--- src/hdl/pwbr_pkg.sv ---
package pwbr_pkg;

  localparam int unsigned EdgeTimeW = 16;
  localparam int unsigned ThreshW   = 16;
  localparam int unsigned ByteW     = 8;
  localparam int unsigned CfgIdxW   = 8;
  localparam int unsigned CfgDataW  = 16;

  localparam logic [CfgIdxW-1:0] CfgHalfPeriod = 8'd0;
  localparam logic [CfgIdxW-1:0] CfgMaxBytes   = 8'd1;

  localparam logic [ThreshW-1:0] HalfPeriodRst = 16'd0;
  localparam logic [ByteW-1:0]   MaxBytesRst   = 8'd1;

  typedef struct packed {
    logic [EdgeTimeW-1:0] edge_time;
    logic                 new_transfer;
  } in_item_t;

  typedef struct packed {
    logic [ByteW-1:0] data_byte;
    logic [ByteW-1:0] byte_index;
    logic             last;
  } out_item_t;

  typedef struct packed {
    logic [CfgIdxW-1:0]  index;
    logic [CfgDataW-1:0] value;
  } cfg_req_t;

  typedef struct packed {
    logic [ThreshW-1:0] half_period_ticks;
    logic [ByteW-1:0]   max_bytes;
  } cfg_t;

endpackage

--- src/hdl/pwbr_stream_if.sv ---
interface pwbr_stream_if #(
  parameter type payload_t = logic
) ();

  logic     valid;
  logic     ready;
  payload_t data;

  modport source (output valid, output data, input ready);
  modport sink   (input valid, input data, output ready);

endinterface

--- src/hdl/pwbr_decoder.sv ---
module pwbr_decoder #(
  parameter int unsigned STAMP_BITS = 16
) (
  input  logic               clk_i,
  input  logic               rst_ni,
  input  logic               step_i,
  input  pwbr_pkg::in_item_t item_i,
  input  pwbr_pkg::cfg_t     cfg_i,
  output logic               res_valid_o,
  output pwbr_pkg::out_item_t res_o
);
  import pwbr_pkg::*;

  logic [STAMP_BITS-1:0] falling_q, falling_d;
  logic                  second_q, second_d;
  logic [2:0]            cnt_q, cnt_d;
  logic [ByteW-1:0]      shift_q, shift_d;
  logic [ByteW-1:0]      done_q, done_d;
  logic                  finished_q, finished_d;

  logic [31:0]           stamp_ext;
  logic [STAMP_BITS-1:0] stamp;
  logic [STAMP_BITS-1:0] low_time;
  logic                  fin_eff, sec_eff;
  logic [2:0]            cnt_eff, cnt_inc;
  logic [ByteW-1:0]      shift_eff, shift_nxt, done_eff, last_idx;
  logic                  is_last;

  assign stamp_ext = 32'(item_i.edge_time);
  assign stamp     = stamp_ext[STAMP_BITS-1:0];
  assign low_time  = stamp - falling_q;

  // new transfer clears pairing and count before this edge is handled
  assign fin_eff   = item_i.new_transfer ? 1'b0 : finished_q;
  assign sec_eff   = item_i.new_transfer ? 1'b0 : second_q;
  assign cnt_eff   = item_i.new_transfer ? 3'd0 : cnt_q;
  assign shift_eff = item_i.new_transfer ? '0 : shift_q;
  assign done_eff  = item_i.new_transfer ? '0 : done_q;

  assign cnt_inc   = cnt_eff + 3'd1;
  assign shift_nxt = {shift_eff[ByteW-2:0], (32'(low_time) < 32'(cfg_i.half_period_ticks))};
  assign last_idx  = cfg_i.max_bytes - 8'd1;
  assign is_last   = (done_eff == last_idx);

  always_comb begin
    falling_d   = falling_q;
    second_d    = sec_eff;
    cnt_d       = cnt_eff;
    shift_d     = shift_eff;
    done_d      = done_eff;
    finished_d  = fin_eff;
    res_valid_o = 1'b0;
    res_o.data_byte  = shift_nxt;
    res_o.byte_index = done_eff;
    res_o.last       = is_last;
    if (!fin_eff) begin
      if (!sec_eff) begin
        falling_d = stamp;
        second_d  = 1'b1;
      end else begin
        second_d = 1'b0;
        cnt_d    = cnt_inc;
        if (cnt_inc == 3'd0) begin
          res_valid_o = step_i;
          done_d      = done_eff + 8'd1;
          shift_d     = '0;
          finished_d  = is_last;
        end else begin
          shift_d = shift_nxt;
        end
      end
    end
  end

  always_ff @(posedge clk_i or negedge rst_ni) begin
    if (!rst_ni) begin
      falling_q  <= '0;
      second_q   <= 1'b0;
      cnt_q      <= 3'd0;
      shift_q    <= '0;
      done_q     <= '0;
      finished_q <= 1'b1;
    end else if (step_i) begin
      falling_q  <= falling_d;
      second_q   <= second_d;
      cnt_q      <= cnt_d;
      shift_q    <= shift_d;
      done_q     <= done_d;
      finished_q <= finished_d;
    end
  end

endmodule

--- src/hdl/pulse_width_byte_receiver.sv ---
// Pulse-width byte receiver. Edge stamps arrive on in_i as falling/rising pairs; each pair's
// low time (modulo 2^STAMP_BITS) is compared against half_period_ticks, shorter meaning a one,
// and eight bits form a byte, first bit in the MSB. A byte leaves on out_o with its index, the
// byte at index max_bytes-1 is flagged last and later edges are dropped until an item with
// new_transfer set. One edge is taken per clock; an edge passes through the input register,
// then the decode step loads the result register. A stalled result holds out_o and lets one
// more edge wait in the input register before in_i drops ready.
// Configuration writes on cfg_i are always accepted and are meant for idle periods only.
module pulse_width_byte_receiver #(
  parameter int unsigned STAMP_BITS = 16
) (
  input  logic         clk_i,
  input  logic         rst_ni,
  pwbr_stream_if.sink  cfg_i,
  pwbr_stream_if.sink  in_i,
  pwbr_stream_if.source out_o
);
  import pwbr_pkg::*;

  cfg_t      cfg_q;
  logic      inq_valid_q;
  in_item_t  inq_data_q;
  logic      out_valid_q;
  out_item_t out_data_q;

  logic      step;
  logic      res_valid;
  out_item_t res;
  cfg_req_t  cfg_req;
  in_item_t  in_item;

  assign cfg_req = cfg_i.data;
  assign in_item = in_i.data;

  assign cfg_i.ready = 1'b1;

  always_ff @(posedge clk_i or negedge rst_ni) begin
    if (!rst_ni) begin
      cfg_q.half_period_ticks <= HalfPeriodRst;
      cfg_q.max_bytes         <= MaxBytesRst;
    end else if (cfg_i.valid) begin
      unique case (cfg_req.index)
        CfgHalfPeriod: cfg_q.half_period_ticks <= cfg_req.value;
        CfgMaxBytes:   cfg_q.max_bytes         <= cfg_req.value[ByteW-1:0];
        default:       ;
      endcase
    end
  end

  // decode step only when the result register can take whatever it yields
  assign step       = inq_valid_q && (!out_valid_q || out_o.ready);
  assign in_i.ready = !inq_valid_q || step;

  always_ff @(posedge clk_i or negedge rst_ni) begin
    if (!rst_ni) begin
      inq_valid_q <= 1'b0;
    end else if (in_i.ready) begin
      inq_valid_q <= in_i.valid;
    end
  end

  always_ff @(posedge clk_i) begin
    if (in_i.ready && in_i.valid) begin
      inq_data_q <= in_item;
    end
  end

  pwbr_decoder #(
    .STAMP_BITS (STAMP_BITS)
  ) u_decoder (
    .clk_i       (clk_i),
    .rst_ni      (rst_ni),
    .step_i      (step),
    .item_i      (inq_data_q),
    .cfg_i       (cfg_q),
    .res_valid_o (res_valid),
    .res_o       (res)
  );

  always_ff @(posedge clk_i or negedge rst_ni) begin
    if (!rst_ni) begin
      out_valid_q <= 1'b0;
    end else if (res_valid) begin
      out_valid_q <= 1'b1;
    end else if (out_o.ready) begin
      out_valid_q <= 1'b0;
    end
  end

  always_ff @(posedge clk_i) begin
    if (res_valid) begin
      out_data_q <= res;
    end
  end

  assign out_o.valid = out_valid_q;
  assign out_o.data  = out_data_q;

endmodule

--- src/flat_wrapper.sv ---
// flat-port wrapper written by rule: the top's interface ports become plain ports
module pulse_width_byte_receiver_flat import pwbr_pkg::*;
#(
  parameter int unsigned STAMP_BITS = 16
)
  (clk_i, rst_ni, cfg_i_valid, cfg_i_data, cfg_i_ready, in_i_valid, in_i_data, in_i_ready, out_o_valid, out_o_data, out_o_ready);
  pwbr_stream_if cfg_i_i ();
  pwbr_stream_if in_i_i ();
  pwbr_stream_if out_o_i ();
  input  logic clk_i;
  input  logic rst_ni;
  input wire logic [$bits(cfg_i_i.valid)-1:0] cfg_i_valid;
  input wire logic [$bits(cfg_i_i.data)-1:0] cfg_i_data;
  output wire logic [$bits(cfg_i_i.ready)-1:0] cfg_i_ready;
  input wire logic [$bits(in_i_i.valid)-1:0] in_i_valid;
  input wire logic [$bits(in_i_i.data)-1:0] in_i_data;
  output wire logic [$bits(in_i_i.ready)-1:0] in_i_ready;
  output wire logic [$bits(out_o_i.valid)-1:0] out_o_valid;
  output wire logic [$bits(out_o_i.data)-1:0] out_o_data;
  input wire logic [$bits(out_o_i.ready)-1:0] out_o_ready;
  assign cfg_i_i.valid = cfg_i_valid;
  assign cfg_i_i.data = cfg_i_data;
  assign cfg_i_ready = cfg_i_i.ready;
  assign in_i_i.valid = in_i_valid;
  assign in_i_i.data = in_i_data;
  assign in_i_ready = in_i_i.ready;
  assign out_o_valid = out_o_i.valid;
  assign out_o_data = out_o_i.data;
  assign out_o_i.ready = out_o_ready;
  pulse_width_byte_receiver #(.STAMP_BITS(STAMP_BITS)) u_core (.clk_i(clk_i), .rst_ni(rst_ni), .cfg_i(cfg_i_i), .in_i(in_i_i), .out_o(out_o_i));
endmodule
--- config.mk ---
export PLATFORM = sky130hd
export DESIGN_NAME = pulse_width_byte_receiver_flat
export DESIGN_NICKNAME = d
export VERILOG_FILES = /design/src/hdl/pwbr_pkg.sv /design/src/hdl/pwbr_stream_if.sv /design/src/hdl/pwbr_decoder.sv /design/src/hdl/pulse_width_byte_receiver.sv /design/src/flat_wrapper.sv
export SDC_FILE = /design/constraint.sdc
export NUM_CORES = 1
export LEC_CHECK = 0
export BUFFER_PORTS_ARGS = -buffer_cell sky130_fd_sc_hd__buf_2
export CAP_MARGIN = 20
export CORE_MARGIN = 4
export CORE_UTILIZATION = 50
export CTS_CLUSTER_DIAMETER = 150
export DETAILED_ROUTE_END_ITERATION = 8
export PLACE_DENSITY = 0.73
export SETUP_SLACK_MARGIN = 0.15
export SYNTH_ARGS = -nofsm -noshare
export SYNTH_HDL_FRONTEND = slang
export SYNTH_SLANG_ARGS = --single-unit
--- constraint.sdc ---
create_clock -name clk_i -period 2 [get_ports clk_i]
set_input_delay 0.3 -clock clk_i [delete_from_list [all_inputs] [get_ports clk_i]]
set_output_delay 0.3 -clock clk_i [all_outputs]
set_load 0.05 [all_outputs]
==> run_results.csv, run 1 <==
group,metric,value,unit
routing,num_vias,801,
critical_path,worstPathMaxFanout,4,
floorplanning,core,1764,um2
floorplanning,rows,15,
final_layout,final_cell_mix,"dfrtp_1, nor2b_1, buf_4",
critical_path,worst_ep_required_time,2240,ps
timing,fmax,0.5240,GHz
floorplanning,start_util,0.5397,
routing,drt_iter0_markers,10,
timing,finalSetupViolations,0,
pwr,power_frac_comb,0.152,
pwr,power.leakage,0.5238,nW
run,maxCapViolations,0,
critical_path,r2r-start,"u_core.inq_data_q[0]",
run_status,outcome,"finished clean",
pwr,switchingPower,0.1703,mW
floorplanning,design.portCount,11,
timing,fin_skew,12.08,ps
clocking,insertion_delay,290,ps
timing,slew_violations,0,
timing,tns,0,ps
routing,vias_per_cell,5.641,
placement,place_hpwl,1330,um
synthesis,syn-cell-area,952.2,um2
placement,place_congestion,0.8492,
pwr,peakVddDrop,0.5180,mV
global_routing,antenna_found_initial,0,
synthesis,ys_types,34,
pwr,clockPowerShare,0.273,
floorplanning,die_h,51.64,um
global_routing,grt_pass1_vias,766,
synthesis,async_flop_share,0.8824,
min_path,hp-start,"in_i_data",
routing,drcViolationCount,0,
global_routing,overflow,0,
synthesis,syn_inst,99,
min_path,hp-class,"in2reg",
final_layout,mostFrequentLayoutCell,"dfrtp_1",
critical_path,cp.arrival,2150,ps
critical_path,timing.critical_path.from,"u_core.inq_data_q[0]",
pwr,p_seq_frac,0.575,
synthesis,ys_seq_elements,17,
clocking,h-tree-depth,1,
timing,rsz0062_at_grt,"yes",
synthesis,yosys_warnings,0,
synthesis,synth_edf_count,2,
clocking,cts_tree,"done",
final_layout,fin_nets,128,
timing,min_period_over_period,0.9542,
synthesis,synth_nets,109,
routing,ant_nets,0,
pwr,switching_share,0.2590,
timing,hold_viol,0,
clocking,cts_sinks,17,
final_layout,drive_gt1_frac,0.2479,
clocking,cts.path.max_buffers,2,
synthesis,ys.flop_type,"dfrtp_1",
critical_path,critPathCaptureType,"register",
final_layout,n_antenna_cell,0,
routing,wl_per_cell,13.18,um
synthesis,synth.avg_cell_area,9.618,um2
final_layout,syn_to_final_growth,21.42,%
final_layout,post-route-util,0.6553,
global_routing,grt_use_total,0.1649,
final_layout,num-fill-cells,149,
critical_path,critPathKind,"reg2reg",
final_layout,seq_area,436.7,um2
clocking,path_clk_slew,100,ps
critical_path,cp-start-kind,"register",
placement,placed_cell_area,1028,um2
pwr,power,0.6575,mW
global_routing,grt_max_degree,19,
routing,wl,1872,um
pwr,power_density,568.7,nW/um2
timing,timing.hold.ws,174.4,ps
pwr,intPower,0.4872,mW
placement,port_buffers,7,
global_routing,grt_pass1_wl,3277,um
floorplanning,die_area,2667,um2
clocking,cts_made_buffers,3,
timing,period_minus_slack,1908,ps
final_layout,fin_area,1156,um2
synthesis,synth_seq_area_share,0.4586,
floorplanning,die_w,51.64,um
clocking,clock-root-buffer,"clkbuf_4",
routing,drtPass1Iterations,4,
final_layout,multi_input_area,529.3,um2
[synth_stat cells (3+ instances only)]
library cell | count | share of area
nand2b_1 | 5 | 0.033
nor2b_1 | 12 | 0.079
ha_1 | 3 | 0.039
nand2_1 | 10 | 0.039
o21ai_0 | 6 | 0.032
a21oi_1 | 4 | 0.021
nand4_1 | 3 | 0.020
nand3_1 | 3 | 0.016
dfrtp_1 | 14 | 0.37
nor4_1 | 5 | 0.033
a221o_1 | 4 | 0.042
[power by group through the flow]
stage / combinational (mW) / clock, mW / sequential (mW)
after floorplan: 0.0556 / 0 / 0.383
after global placement: 0.0724 / 0 / 0.384
after detailed placement: 0.0749 / 0 / 0.386
after CTS: 0.0921 / 0.190 / 0.377
after global routing: 0.112 / 0.203 / 0.382
final: 0.0999 / 0.180 / 0.378
[state kept, by name, summed over array words and instances (netlist names)]
| signal | count |
|---|---|
| u_core.inq_valid_q | 1 |
| u_core.u_decoder.finished_q | 1 |
| u_core.inq_data_q | 1 |
| u_core.out_o.data | 1 |
| u_core.u_decoder.done_q | 8 |
| u_core.out_o.valid | 1 |
| u_core.u_decoder.second_q | 1 |
| u_core.u_decoder.cnt_q | 3 |
[worst paths after layout]
| kind | end | slack, ps | cells past startpoint |
|---|---|---|---|
| worst min register to register | u_core.u_decoder.cnt_q[2] | 520 | 2 |
| min in group asynchronous | u_core.u_decoder.done_q[2] | 430 | 2 |
| max in group asynchronous | u_core.u_decoder.finished_q | 1270 | 2 |
| worst max-delay path | u_core.u_decoder.done_q[6] | 90 | 7 |
| worst min-delay path | u_core.inq_data_q[0] | 170 | 1 |
| worst max register to register | u_core.u_decoder.done_q[6] | 90 | 7 |
[per-layer routing]
layer	track usage	vias to the layer above	share of wire
met5	0	-	0
met3	0.06017	2	0.041
li1	-	399	-
met4	0.03930	0	0.0053
met1	0.2069	383	0.48
met2	0.2691	17	0.47
[worst max-delay path, stage by stage, from the launching register on]
cell      delay (ps)
edfxtp_1         460
nor2b_1          170
ha_1             160
ha_1             160
and3b_2          220
nand4_1          110
or4b_1           480
nand3_1           90
[cells by family (layout without fill, tap and decap cells)]
family,after synthesis,after routing,synth area share
simple gates,51,51,0.3128
compound gates,21,21,0.1524
flops,17,17,0.4586
buf+inv,6,24,0.03284
fa+ha+maj,3,3,0.03943
other cells,1,1,0.003938
[what timing repair did]
item	in CTS	in global routing
pin swaps	1	1
setup endpoints to repair	5	8
gates cloned	0	0
buffers inserted	3	3
hold buffers	1	0
hold endpoints to repair	14	0
resized for setup	2	7
[stage by stage]
step / cells / setup WS [ps]
detailed placement: 131 / 22.08
CTS: 139 / 73.36
global route: 142 / -27.03
global placement: 131 / 86.90
floorplan: 99 / 74.13
finish: 142 / 91.68
[cell type report]
class	instances	area share
Sequential cell	17	0.3777
Inverter	1	0.003247
Clock inverter	1	0.004329
Tap cell	25	0.02706
Timing Repair Buffer	19	0.1104
Multi-Input combinational cell	76	0.4578
Clock buffer	3	0.01948
No activity file was read; power rests on OpenSTA's default activity.
==> run 2: changes to the inputs <==
--- a/config.mk
+++ b/config.mk
@@ -11,7 +11,7 @@
 export CORE_UTILIZATION = 50
 export CTS_CLUSTER_DIAMETER = 150
 export DETAILED_ROUTE_END_ITERATION = 8
-export PLACE_DENSITY = 0.73
+export PLACE_DENSITY = 0.79
 export SETUP_SLACK_MARGIN = 0.15
 export SYNTH_ARGS = -nofsm -noshare
 export SYNTH_HDL_FRONTEND = slang
==> run_results.csv, run 2 (synthesized netlist as in run 1, its figures left out) <==
group,metric,value,unit
run_status,outcome,"finished clean",
floorplanning,design.portCount,11,
global_routing,grt_pass1_wl,3222,um
routing,vias_per_cell,5.701,
pwr,switching_share,0.2550,
global_routing,overflow,0,
timing,finalSetupViolations,0,
routing,drtPass1Iterations,4,
timing,hold_viol,0,
final_layout,final_cells,137,
timing,slew_violations,0,
timing,fmax,0.5051,GHz
timing,rsz0062_at_grt,"yes",
placement,place_congestion,0.7898,
critical_path,worstPathMaxFanout,4,
floorplanning,die_w,51.64,um
pwr,intPower,0.4763,mW
clocking,path_clk_slew,90,ps
timing,tns,0,ps
floorplanning,rows,15,
placement,port_buffers,7,
global_routing,grt_use_total,0.1636,
final_layout,final_cell_mix,"dfrtp_1, nor2b_1, nand2_1",
critical_path,critPathKind,"reg2reg",
run,maxCapViolations,0,
pwr,p_seq_frac,0.595,
clocking,insertion_delay,290,ps
routing,drt_iter0_markers,20,
final_layout,n_antenna_cell,0,
critical_path,worst_ep_required_time,2230,ps
floorplanning,start_util,0.5397,
final_layout,fin_nets,123,
pwr,power_density,567.1,nW/um2
final_layout,mostFrequentLayoutCell,"dfrtp_1",
routing,num_vias,781,
critical_path,cp-start-kind,"register",
timing,timing.hold.ws,178.5,ps
timing,min_period_over_period,0.9900,
global_routing,grt_max_degree,16,
floorplanning,die_h,51.64,um
global_routing,grt_pass1_vias,719,
pwr,peakVddDrop,0.3528,mV
final_layout,multi_input_area,519.2,um2
final_layout,drive_gt1_frac,0.2232,
routing,wl_per_cell,13.07,um
final_layout,syn_to_final_growth,18.40,%
floorplanning,die_area,2667,um2
placement,place_hpwl,1246,um
clocking,clock-root-buffer,"clkbuf_4",
final_layout,seq_area,436.7,um2
final_layout,largest_register_ffs,8,
critical_path,cp.arrival,2210,ps
final_layout,num-fill-cells,154,
routing,wl,1790,um
pwr,power.leakage,0.4922,nW
final_layout,largest_register,"u_core.u_decoder.done_q",
clocking,cts.path.max_buffers,2,
clocking,cts_sinks,17,
timing,period_minus_slack,1980,ps
routing,drcViolationCount,0,
pwr,power_frac_comb,0.123,
min_path,hp-class,"in2reg",
clocking,cts_tree,"done",
floorplanning,core,1764,um2
timing,fin_skew,4.565,ps
routing,ant_nets,0,
clocking,h-tree-depth,1,
placement,dpl.cell_count,131,
pwr,switchingPower,0.1630,mW
pwr,clockPowerShare,0.282,
clocking,cts_made_buffers,3,
critical_path,critPathCaptureType,"register",
final_layout,fin_area,1127,um2
final_layout,reg_top3,"u_core.u_decoder.done_q (8), u_core.u_decoder.cnt_q (3)",
global_routing,antenna_found_initial,0,
placement,placed_cell_area,1041,um2
run 2: cell types whose count changed in the layout (fill, tap and decap cells not counted), sizes merged:
| cell | previous run | this run |
|---|---|---|
| buf | 18 | 13 |
| clkinv | 1 | 0 |
| clkbuf | 3 | 4 |
run 2: layout make-up:
type | instances | share of cell area
timing repair buffer | 14 | 0.09767
multi-input combinational | 76 | 0.4606
clock buffer | 4 | 0.02331
tap | 25 | 0.02775
inverter | 1 | 0.003330
sequential | 17 | 0.3873
run 2: power by group through the flow:
| stage | sequential (mW) | clock (mW) | combinational, mW |
|---|---|---|---|
| after floorplan | 0.383 | 0 | 0.0556 |
| after global placement | 0.385 | 0 | 0.0719 |
| after detailed placement | 0.386 | 0 | 0.0743 |
| after CTS | 0.379 | 0.183 | 0.0777 |
| after global routing | 0.384 | 0.209 | 0.0900 |
| final | 0.380 | 0.180 | 0.0787 |
run 2: path summary, 6_finish.rpt:
path | from | slack, ps | cells after the start | endpoint
setup / recovery | u_core.inq_data_q[0] | 20 | 7 | u_core.u_decoder.done_q[6]
hold / removal | in_i_data | 180 | 1 | u_core.inq_data_q[0]
setup reg to reg | u_core.inq_data_q[0] | 20 | 7 | u_core.u_decoder.done_q[6]
hold reg to reg | u_core.u_decoder.cnt_q[1] | 510 | 2 | u_core.u_decoder.cnt_q[1]
max in group asynchronous | rst_ni | 1270 | 2 | u_core.u_decoder.finished_q
min in group asynchronous | rst_ni | 430 | 2 | u_core.u_decoder.done_q[4]
run 2: through the flow:
| stage | utilization | worst slack [ps] | total power [mW] |
|---|---|---|---|
| floorplan | - | 74.13 | 0.4386 |
| global placement | 0.5901 | 105.8 | 0.4566 |
| global route | 0.6390 | -102.8 | 0.6823 |
| finish | 0.6390 | 20.09 | 0.6393 |
| CTS | 0.6262 | 54.46 | 0.6404 |
| detailed placement | 0.5901 | 12.32 | 0.4603 |
run 2: timing repair:
action                     in CTS  in global routing
pin swaps                       5                  4
gates resized for setup         6                  6
hold endpoints to repair       14                  0
buffers inserted                1                  0
hold buffers                    1                  0
setup endpoints to repair       6                  9
run 2: per-layer routing:
| metal | track usage | part of all wire | vias to the layer above |
|---|---|---|---|
| li1 | - | - | 392 |
| met1 | 0.2308 | 0.49 | 367 |
| met2 | 0.2373 | 0.44 | 16 |
| met3 | 0.04298 | 0.048 | 6 |
| met4 | 0.06550 | 0.017 | 0 |
| met5 | 0 | 0 | - |
run 2: critical path: stages, from the launching register on:
cell,delay (ps)
edfxtp_1,470
nor2b_1,160
ha_2,210
ha_4,130
and3b_2,210
nand4_1,120
or4b_1,520
nand3_1,90
